## config.mk

```make
export PLATFORM = sky130hd
export DESIGN_NAME = dmx_level_blink_with_timeout
export DESIGN_NICKNAME = d
export VERILOG_FILES = /design/src/hdl/dmxlb_pkg.sv /design/src/hdl/dmx_level_blink_with_timeout.sv
export SDC_FILE = /design/constraint.sdc
export NUM_CORES = 1
export LEC_CHECK = 0
export BUFFER_PORTS_ARGS = -buffer_cell sky130_fd_sc_hd__buf_2
export CORE_AREA = 2 2 149 151
export CTS_CLUSTER_DIAMETER = 200
export DETAILED_ROUTE_END_ITERATION = 12
export DIE_AREA = 0 0 151 153
export GPL_TIMING_DRIVEN = 0
export SYNTH_ARGS = -nofsm -noshare
export SYNTH_HDL_FRONTEND = slang
export SYNTH_SLANG_ARGS = --single-unit
```

## constraint.sdc

```tcl
create_clock -name clk -period 6.7 [get_ports clk]
set_input_delay 0 -clock clk [delete_from_list [all_inputs] [get_ports clk]]
set_output_delay 0 -clock clk [all_outputs]
set_load 0.1 [all_outputs]
```

## src/hdl/dmxlb_pkg.sv

```systemverilog
`timescale 1ns / 1ps
`default_nettype none
// ----------------------------------------------------------------------------
// dmxlb_pkg
// Shared types and constants for the DMX level store with blink and timeout.
// ----------------------------------------------------------------------------
package dmxlb_pkg;

  // Number of stored DMX channels.
  localparam int CHANNELS = 4;
  // Width of the led_mask field and the channels that appear in it.
  localparam int MASK_BITS = 4;
  localparam int MASK_CH = (CHANNELS < MASK_BITS) ? CHANNELS : MASK_BITS;
  // Address width of the level memory.
  localparam int ADDR_W = (CHANNELS > 1) ? $clog2(CHANNELS) : 1;

  // Timeout ticks per second and counter geometry.
  localparam int TICKS_PER_SECOND = 10000;
  localparam int TO_W = 22;
  localparam int TO_MAX = 255 * TICKS_PER_SECOND;

  // Blink counter and divider geometry.
  localparam int BLINK_W = 32;
  localparam int STEP_W = $clog2(BLINK_W);
  localparam int PERIOD_OFFSET = 10;

  typedef enum logic [1:0] {
    REQ_WRITE_LEVEL  = 2'd0,
    REQ_ACTIVITY     = 2'd1,
    REQ_BLINK_TICK   = 2'd2,
    REQ_TIMEOUT_TICK = 2'd3
  } req_type_t;

  typedef enum logic [2:0] {
    ST_IDLE,
    ST_READ,
    ST_LOAD,
    ST_DIV,
    ST_DONE
  } state_t;

endpackage

`default_nettype wire

```

## src/hdl/dmx_level_blink_with_timeout.sv

```systemverilog
`timescale 1ns / 1ps
`default_nettype none
// ----------------------------------------------------------------------------
// dmx_level_blink_with_timeout
// DMX level store that blinks one LED per channel and clears on a timeout.
// ----------------------------------------------------------------------------
// Usage:
//   Items enter on the s_* stream. req_type (in s_tuser) selects a level
//   write, a DMX activity restart, a blink tick or a 10 kHz timeout tick.
//   Only a blink tick produces a result: the LED mask on the m_* stream.
//   The user writes the timeout in seconds on the cfg_* channel while idle;
//   the block itself does not enforce this.
// Processing:
//   Level writes, restarts and timeout ticks complete in the cycle of their
//   transfer, so such items can follow back to back. A blink tick walks the
//   shown channels one by one: a lit channel takes a memory read state, a
//   load state and a one-bit-per-cycle restoring divider that finds
//   blink_count / period; a dark channel takes only the read and load
//   states. The block takes no new items until the finished mask has been
//   loaded into the output register.
// Reset:
//   rst clears the valid bit of every stored level (all levels read as
//   zero), the blink count, the timeout counter and the timeout setting.
// Stalls:
//   The mask sits in an output register. The block keeps taking items while
//   it waits; a later blink tick holds in its final state until the
//   previous mask has been transferred.
// ----------------------------------------------------------------------------
module dmx_level_blink_with_timeout (
  input  wire         clk,
  input  wire         rst,
  // Configuration write channel: timeout_seconds.
  input  wire         cfg_valid,
  output logic        cfg_ready,
  input  wire  [7:0]  cfg_data,
  // Input stream.
  input  wire         s_tvalid,
  output logic        s_tready,
  input  wire  [15:0] s_tdata,   // [1:0] channel, [9:2] level, [15:10] zero
  input  wire  [1:0]  s_tuser,   // [1:0] req_type
  // Result stream.
  output logic        m_tvalid,
  input  wire         m_tready,
  output logic [7:0]  m_tdata    // [3:0] led_mask, [7:4] zero
);

  // Input fields.
  logic [1:0] in_channel;
  logic [7:0] in_level;
  dmxlb_pkg::req_type_t in_req;

  assign in_channel = s_tdata[1:0];
  assign in_level   = s_tdata[9:2];
  assign in_req     = dmxlb_pkg::req_type_t'(s_tuser);

  // Control state.
  dmxlb_pkg::state_t state, state_next;
  logic [1:0]  cur_ch;
  logic [dmxlb_pkg::STEP_W-1:0] step;
  logic [dmxlb_pkg::BLINK_W-1:0] blink_count;
  logic [dmxlb_pkg::TO_W-1:0] timeout_count;
  logic [7:0]  timeout_seconds;
  logic [dmxlb_pkg::CHANNELS-1:0] lvl_valid;

  // Level memory with a registered read port.
  logic [7:0] level_mem [dmxlb_pkg::CHANNELS];
  logic [7:0] rd_data;
  logic       rd_valid;

  // Divider datapath.
  logic [7:0] period;
  logic [7:0] rem;
  logic [dmxlb_pkg::BLINK_W-1:0] dividend;
  logic [8:0] rem_shift;
  logic       rem_ge;
  logic [3:0] mask;

  // Handshake and decode.
  logic in_fire;
  logic out_load;
  logic last_ch;
  logic last_step;
  logic lvl_zero;
  logic wr_en;
  logic [dmxlb_pkg::ADDR_W-1:0] wr_addr;
  logic [dmxlb_pkg::ADDR_W-1:0] rd_addr;
  logic [dmxlb_pkg::TO_W-1:0] limit;
  logic [dmxlb_pkg::TO_W-1:0] to_inc;

  assign cfg_ready = 1'b1;
  assign in_fire   = s_tvalid && s_tready;
  assign out_load  = (state == dmxlb_pkg::ST_DONE) && (!m_tvalid || m_tready);
  assign last_ch   = (32'(cur_ch) == 32'(dmxlb_pkg::MASK_CH - 1));
  assign last_step = (step == dmxlb_pkg::STEP_W'(dmxlb_pkg::BLINK_W - 1));
  assign lvl_zero  = !rd_valid || (rd_data == 8'd0);

  // A level write to a channel beyond the store is dropped.
  assign wr_en   = in_fire && (in_req == dmxlb_pkg::REQ_WRITE_LEVEL) &&
                   (32'(in_channel) < 32'(dmxlb_pkg::CHANNELS));
  assign wr_addr = dmxlb_pkg::ADDR_W'(in_channel);
  assign rd_addr = dmxlb_pkg::ADDR_W'(cur_ch);

  assign limit  = dmxlb_pkg::TO_W'(32'(timeout_seconds) * dmxlb_pkg::TICKS_PER_SECOND);
  assign to_inc = timeout_count + dmxlb_pkg::TO_W'(1);

  // One restoring division step: bring in the next dividend bit.
  assign rem_shift = {rem, dividend[dmxlb_pkg::BLINK_W-1]};
  assign rem_ge    = (rem_shift >= {1'b0, period});

  always_ff @(posedge clk) begin
    if (wr_en) begin
      level_mem[wr_addr] <= in_level;
    end
    rd_data  <= level_mem[rd_addr];
    rd_valid <= lvl_valid[rd_addr];
  end

  // Next state.
  always_comb begin
    state_next = state;
    case (state)
      dmxlb_pkg::ST_IDLE: begin
        if (in_fire && (in_req == dmxlb_pkg::REQ_BLINK_TICK)) begin
          state_next = dmxlb_pkg::ST_READ;
        end
      end
      dmxlb_pkg::ST_READ: state_next = dmxlb_pkg::ST_LOAD;
      dmxlb_pkg::ST_LOAD: begin
        if (!lvl_zero) begin
          state_next = dmxlb_pkg::ST_DIV;
        end else if (last_ch) begin
          state_next = dmxlb_pkg::ST_DONE;
        end else begin
          state_next = dmxlb_pkg::ST_READ;
        end
      end
      dmxlb_pkg::ST_DIV: begin
        if (last_step) begin
          state_next = last_ch ? dmxlb_pkg::ST_DONE : dmxlb_pkg::ST_READ;
        end
      end
      dmxlb_pkg::ST_DONE: begin
        if (out_load) begin
          state_next = dmxlb_pkg::ST_IDLE;
        end
      end
      default: state_next = dmxlb_pkg::ST_IDLE;
    endcase
  end

  // State outputs.
  always_comb begin
    case (state)
      dmxlb_pkg::ST_IDLE: s_tready = 1'b1;
      default:            s_tready = 1'b0;
    endcase
  end

  // Control registers.
  always_ff @(posedge clk) begin
    if (rst) begin
      state           <= dmxlb_pkg::ST_IDLE;
      cur_ch          <= 2'd0;
      step            <= '0;
      blink_count     <= '0;
      timeout_count   <= '0;
      timeout_seconds <= 8'd0;
      lvl_valid       <= '0;
      m_tvalid        <= 1'b0;
      mask            <= 4'd0;
    end else begin
      state <= state_next;

      if (cfg_valid && cfg_ready) begin
        timeout_seconds <= cfg_data;
      end

      if (wr_en) begin
        lvl_valid[wr_addr] <= 1'b1;
      end

      if (in_fire) begin
        case (in_req)
          dmxlb_pkg::REQ_ACTIVITY: timeout_count <= '0;
          dmxlb_pkg::REQ_BLINK_TICK: begin
            cur_ch <= 2'd0;
            mask   <= 4'd0;
          end
          dmxlb_pkg::REQ_TIMEOUT_TICK: begin
            // A zero limit holds the counter.
            if (limit != '0) begin
              if (to_inc >= limit) begin
                lvl_valid     <= '0;
                timeout_count <= '0;
              end else begin
                timeout_count <= to_inc;
              end
            end
          end
          default: ;
        endcase
      end

      case (state)
        dmxlb_pkg::ST_LOAD: begin
          step <= '0;
          if (lvl_zero && !last_ch) begin
            cur_ch <= cur_ch + 2'd1;
          end
        end
        dmxlb_pkg::ST_DIV: begin
          step <= step + dmxlb_pkg::STEP_W'(1);
          if (last_step) begin
            // The last quotient bit is the parity of count / period.
            mask[cur_ch] <= rem_ge;
            if (!last_ch) begin
              cur_ch <= cur_ch + 2'd1;
            end
          end
        end
        default: ;
      endcase

      if (out_load) begin
        m_tvalid    <= 1'b1;
        blink_count <= blink_count + dmxlb_pkg::BLINK_W'(1);
      end else if (m_tvalid && m_tready) begin
        m_tvalid <= 1'b0;
      end
    end
  end

  // Divider and result payload registers.
  always_ff @(posedge clk) begin
    case (state)
      dmxlb_pkg::ST_LOAD: begin
        // period = (level xor 255) / 2 + 10, at most 137.
        period   <= {1'b0, ~rd_data[7:1]} + 8'(dmxlb_pkg::PERIOD_OFFSET);
        rem      <= 8'd0;
        dividend <= blink_count;
      end
      dmxlb_pkg::ST_DIV: begin
        rem      <= rem_ge ? 8'(rem_shift - {1'b0, period}) : rem_shift[7:0];
        dividend <= {dividend[dmxlb_pkg::BLINK_W-2:0], 1'b0};
      end
      default: ;
    endcase
    if (out_load) begin
      m_tdata <= {4'd0, mask};
    end
  end

  // Checks.
  a_mask_upper_zero: assert property (@(posedge clk) disable iff (rst)
    m_tvalid |-> ((32'(m_tdata) >> dmxlb_pkg::MASK_CH) == 32'd0))
    else $error("led_mask has bits set above the shown channels");

  a_done_loads_output: assert property (@(posedge clk) disable iff (rst)
    out_load |=> m_tvalid && (state == dmxlb_pkg::ST_IDLE))
    else $error("finished blink tick did not present its mask");

  a_timeout_bounded: assert property (@(posedge clk) disable iff (rst)
    32'(timeout_count) < 32'(dmxlb_pkg::TO_MAX))
    else $error("timeout counter beyond its largest limit");

  a_div_channel_range: assert property (@(posedge clk) disable iff (rst)
    (state == dmxlb_pkg::ST_DIV) |-> (32'(cur_ch) < 32'(dmxlb_pkg::MASK_CH)))
    else $error("divider working on a channel outside the mask");

endmodule

`default_nettype wire

```

== Word level (Yosys, flattened, before mapping) ==
Memory sizes are Yosys's and may differ from the RTL's. A register that Yosys moved wholly into a read port is not among the register bits.
Index checks and enable logic that the tools add are counted.

* Bits in registers: 134
* Bits in writable memories: 32
* Memories kept: 1

* Add/subtract/negate cells: 6
* Multipliers: 1
* Order comparisons: 6
* Equal/unequal tests: 13
* Mux-type cells: 41
* Bitwise logic cells: 2
* Reductions and logical operators: 22

{| class="wikitable"
|+ Memory list
! memory !! words !! width !! read ports !! clocked after Yosys merged registers in !! write ports !! line !! RTL
|-
| level_mem || 4 || 8 || 1 || 1 || 1 || dmx_level_blink_with_timeout.sv:66 || <nowiki>logic [7:0] level_mem [dmxlb_pkg::CHANNELS];</nowiki>
|}

{| class="wikitable"
|+ Operators with widths
! kind !! number
|-
| 32-bit case mux with 2 select lines || 1
|-
| 22-bit 2-to-1 mux || 2
|-
| 22-bit case mux with 2 select lines || 1
|-
| 4-bit 2-to-1 mux || 10
|-
| 32-bit by 1-bit adder with 32-bit output (second input constant) || 1
|-
| 22-bit by 1-bit adder with 22-bit output (second input constant) || 1
|-
| 22-bit greater-or-equal comparator || 1
|-
| 22-bit nonzero test || 1
|-
| 8-bit by 10-bit multiplier with 18-bit output (second input constant) || 1
|-
| 8-bit case mux with 2 select lines || 1
|-
| 3-bit 2-to-1 mux || 5
|-
| 3-bit case mux with 5 select lines || 1
|-
| 2-bit 2-to-1 mux || 5
|-
| 5-bit case mux with 2 select lines || 1
|-
| 9-bit by 8-bit greater-or-equal comparator with 1-bit output || 1
|-
| 7-bit by 4-bit adder with 8-bit output (second input constant) || 1
|-
| 1-bit logical AND || 8
|-
| 8-bit zero test || 1
|-
| 1-bit 2-to-1 mux || 8
|-
| 8-bit 2-to-1 mux || 1
|-
| 2-bit != test (second input constant) || 4
|-
| 8-bit subtractor || 1
|-
| 7-bit NOT || 1
|-
| 2-bit equality test (second input constant) || 3
|-
| other kinds (20) || 30
|}

== Longest topological paths before layout ==
* Word-level depth: 10
* Gate-level depth with buffers: 22
* Mapped depth without buffers: 21

== Worst setup path after synthesis ==
Ideal clock, no wire load.

* Path kind: register to register
* Start: reg timeout_seconds[2]
* End: reg timeout_count[4] in the netlist's numbering
* Data arrival time: 5.122 ns
* Path slack: 1.508 ns
* Stages on the path, launching flop included: 20
* Path through: dfxtp_1 > inv_1 > ha_1 > ha_1 > fa_1 > fa_1 > fa_1 > a211oi_4 > o21ai_1 > a221oi_2 > xor2_1 > ha_1 > a21oi_1 > o21ai_0 > o31ai_1 > o21ai_1 > nand2b_1 > clkbuf_1 > or4_1 > a21oi_1

* Longest elaborated chain between the ends: 5
* Elaborated cells on any way between the ends: 8
* Those cells by class: mul: 1; order compare: 1; eq/ne: 1; mux: 3; reduce/logical: 2

{| class="wikitable"
|+ RTL lines
! element !! line !! RTL
|-
| start: declaration || dmx_level_blink_with_timeout.sv:62 || <nowiki>logic [7:0] timeout_seconds;</nowiki>
|-
| start signal: assignment || dmx_level_blink_with_timeout.sv:175 || <nowiki>timeout_seconds <= cfg_data;</nowiki>
|-
| 8-bit by 10-bit multiplier with 18-bit output (*) || dmx_level_blink_with_timeout.sv:103 || <nowiki>assign limit = dmxlb_pkg::TO_W'(32'(timeout_seconds) * dmxlb_pkg::TICKS_PER_SECOND);</nowiki>
|-
| 22-bit greater-or-equal comparator || dmx_level_blink_with_timeout.sv:192 || <nowiki>if (to_inc >= limit) begin</nowiki>
|-
| 22-bit 2-to-1 mux || dmx_level_blink_with_timeout.sv:192 ||
|-
| 22-bit 2-to-1 mux || dmx_level_blink_with_timeout.sv:191 || <nowiki>if (limit != '0) begin</nowiki>
|-
| 22-bit case mux with 2 select lines || dmx_level_blink_with_timeout.sv:183 || <nowiki>case (in_req)</nowiki>
|-
| end signal: assignment || dmx_level_blink_with_timeout.sv:196 || <nowiki>timeout_count <= to_inc;</nowiki>
|-
| end: declaration || dmx_level_blink_with_timeout.sv:61 || <nowiki>logic [dmxlb_pkg::TO_W-1:0] timeout_count;</nowiki>
|}

Mark *: on every way between the ends. The rest lies on a longest branch, timed or not. The select of a mux whose other input is x is not followed.
A chain may end at the register's enable or synchronous reset.

== Worst setup path in the final report ==
* Start: reg timeout_seconds[2]
* End: reg timeout_count[19] in the netlist's numbering

Same word-level chain as after synthesis.

==> summary.txt <==
Yosys
  • Mapped Area: 0.00952 mm2
  • Number of flops mapped to enable cells by yosys: 84
  • Sequential-to-total area share from yosys stat: 0.454
  • Average size of a mapped cell: 9.83 um2
  • Prevailing post-synth register cell: dfxtp_1
  • Yosys reg bits: 174
  • Ys async rst share: 0
  • Synth Instances: 968
  • Synth warn: 0
  • Library cells used by synthesis: 72

Routing
  • Final WL: 19200 um
  • DR iter-0 viols: 383
  • DR WL/cell: 14.4 um
  • Vias: 6827
  • Drt pass-1 iters: 7
  • Remaining DRCs: 0
  • ANT nets after route: 0
  • DR vias/cell: 5.12

STA
  • Setup violators final: 0
  • Rel. slew slack: 0.280
  • Slew Viols, Final: 0
  • Final min period: 6200 ps
  • Setup_tns: 0 ps
  • Fin crit share: 0.925
  • Setup Skew: 10.2 ps
  • Slew @ Worst Pin: 1080 ps
  • RSZ-0062 raised after global routing: false
  • Final Hold Vio Count: 0
  • Peak Freq: 161 MHz

Job
  • Max-cap violations: 0

Clocking
  • CTS buffer count: 17
  • Setup bufs post-CTS: 0
  • Clock buffer depth: 2
  • CTS root buf: clkbuf_16
  • Sink Count: 174
  • H-tree Lvls: 4
  • Clk Latency, worst-skew pair: 430 ps
  • Clk pin slew, worst setup/hold paths: 80 ps
  • Hold-fix buffers at CTS: 19
  • Cts repair resizes: 0
  • CTS tree: yes

Power
  • PwrDens: 225 mW/mm2
  • Peak supply drop: 0.171 mV
  • Leak pwr: 4.42 nW

Place
  • Placed Instance Area: 0.0100 mm2
  • Placer's final routability congestion estimate: 0.849
  • Hpwl dp: 14200 um
  • PortBufs: 29

Floorplanning
  • IO Count: 42
  • Die width: 151 um
  • Die Ht: 153 um
  • Rows: 54
  • Starting Density: 0.443
  • Total core area: 0.0215 mm2
  • Area of the die: 0.0231 mm2

GRT
  • First-pass GRT wire length: 33200 um
  • Largest net degree at the start of global routing: 44
  • Grt total ovfl: 0
  • Initial antenna violation count: 0
  • Number of global-route vias before repair: 6799
  • Tot GR Track Use: 0.178

Setup path
  • Worst setup startpoint: timeout_seconds[2]
  • Reg-to-reg startpoint: timeout_seconds[2]
  • Critical path class: reg2reg
  • Crit-path slowest cell: fa_1
  • WP data arrival: 6560 ps
  • Startpoint types: register
  • Worst-path fanout max: 10
  • Crit path cell chain: inv_1 -> ha_1 -> ha_1 -> fa_1 -> fa_1 -> fa_1 -> a211oi_4 -> o21ai_1 -> a221oi_2 -> xor2_1 -> ha_1 -> a21oi_1 -> o21ai_0 -> o31ai_1 -> o21ai_1 -> nand2b_1 -> nor2_1 -> clkbuf_1 -> nand2_1 -> o21ai_1
  • WP data required: 7060 ps
  • Crit. End Element: register
  • Max stage delay on crit path: 540 ps

Finish
  • Fill count: 2029
  • Register area: 0.00432 mm2
  • Syn-to-layout area delta: 14.2%
  • Nets: 1159
  • Area of the multi-input gates: 0.00479 mm2
  • Final instance area: 0.0109 mm2
  • Fraction of layout cells with a size suffix above 1: 0.0960

Worst hold path
  • Hold Path Class: in2reg
  • Min-delay src: s_tuser[0]

Outcome
  • Outcome: finished, final reports clean
==> layout make-up <==
class                      count  share of cell area
multi-input combinational    698               0.441
inverter                      61              0.0211
buffer                        38              0.0172
antenna                        1            0.000230
clock inverter                15              0.0185
tap                          280              0.0322
timing repair buffer          49              0.0327
sequential                   174               0.398
clock buffer                  17              0.0391
==> power by group <==
part	switching [mW]	internal, mW
Clock	0.504	0.516
Combinational	0.172	0.117
Sequential	0.0109	1.12
Total	0.688	1.75
==> registers in the layout, summed over array words and instances, names as in the netlist <==
register / cells
blink_count: 32
dividend: 32
level_mem: 32
timeout_count: 22
period: 8
rd_data: 8
rem: 8
timeout_seconds: 8
step: 5
lvl_valid: 4
m_tdata: 4
mask: 4
state: 3
cur_ch: 2
m_tvalid: 1
rd_valid: 1
==> critical path, delay by kind of cell (launching register included) <==
kind | cells | cell delay, ps
xor gates and xnor gates | 1 | 270
buffers and inverters | 2 | 550
and+or+nand+nor | 3 | 660
AOI/OAI and AO/OA | 8 | 1650
adders and majority gates | 6 | 2470
DFF | 1 | 510
==> through the flow <==
step	util	worst slack [ps]	instances	hold slack [ps]	total power, mW
after floorplan	-	1510	971	98.9	1.37
after global placement	0.467	533	1280	219	1.43
after detailed placement	0.468	502	1281	215	1.44
after CTS	0.506	450	1332	1.73	2.47
after global routing	0.506	25.5	1332	41.7	2.55
final	0.506	500	1333	26.0	2.44
==> layer usage <==
layer  wire [um]  GRT usage  up-vias
met3         604     0.0328       23
li1            -          -     3514
met2        8720      0.278       90
met4         283     0.0476        0
met1        9560      0.256     3200
met5           0          0        -
==> cell usage in the layout (no fill, tap or decap), drive strengths merged, types with 15 or more instances in the layout <==
cell / instances
xor2: 35
xnor2: 25
dlygate4sd3: 19
a21oi: 31
o21ai: 41
nand2: 148
ha: 76
buf: 43
nor2: 100
nand3: 44
clkbuf: 42
inv: 69
edfxtp: 84
nand3b: 15
dfxtp: 90
==> logic make-up (layout without fill, tap and decap cells) <==
logic type / after synthesis / after routing / share of synthesized area
other: 2 / 6 / 0.000789
XOR/XNOR: 60 / 60 / 0.0552
flip-flops: 174 / 174 / 0.454
multiplexers: 19 / 19 / 0.0318
AND/OR/NAND/NOR: 397 / 397 / 0.196
buffers and inverters: 99 / 180 / 0.0436
AO/OA/AOI/OAI: 128 / 128 / 0.0906
adder cells (fa/ha/maj): 89 / 89 / 0.127
==> cell usage after synthesis, types with 21 or more instances <==
cell / instances / area (um2)
ha_1: 76 / 951
o21ai_0: 21 / 105
inv_1: 61 / 229
clkbuf_1: 24 / 90.1
xnor2_1: 25 / 219
a21oi_1: 30 / 150
nand2_1: 147 / 552
edfxtp_1: 84 / 2520
nand3_1: 44 / 220
dfxtp_1: 90 / 1800
xor2_1: 35 / 307
nor2_1: 100 / 375
==> worst paths after layout <==
check	slack, ps	to	cells after the start
setup / recovery	500	timeout_count[19]	20
hold / removal	30	timeout_count[3]	4
setup reg to reg	500	timeout_count[19]	20
hold reg to reg	430	m_tdata[1]	0
(Power assumes the default switching activity.)
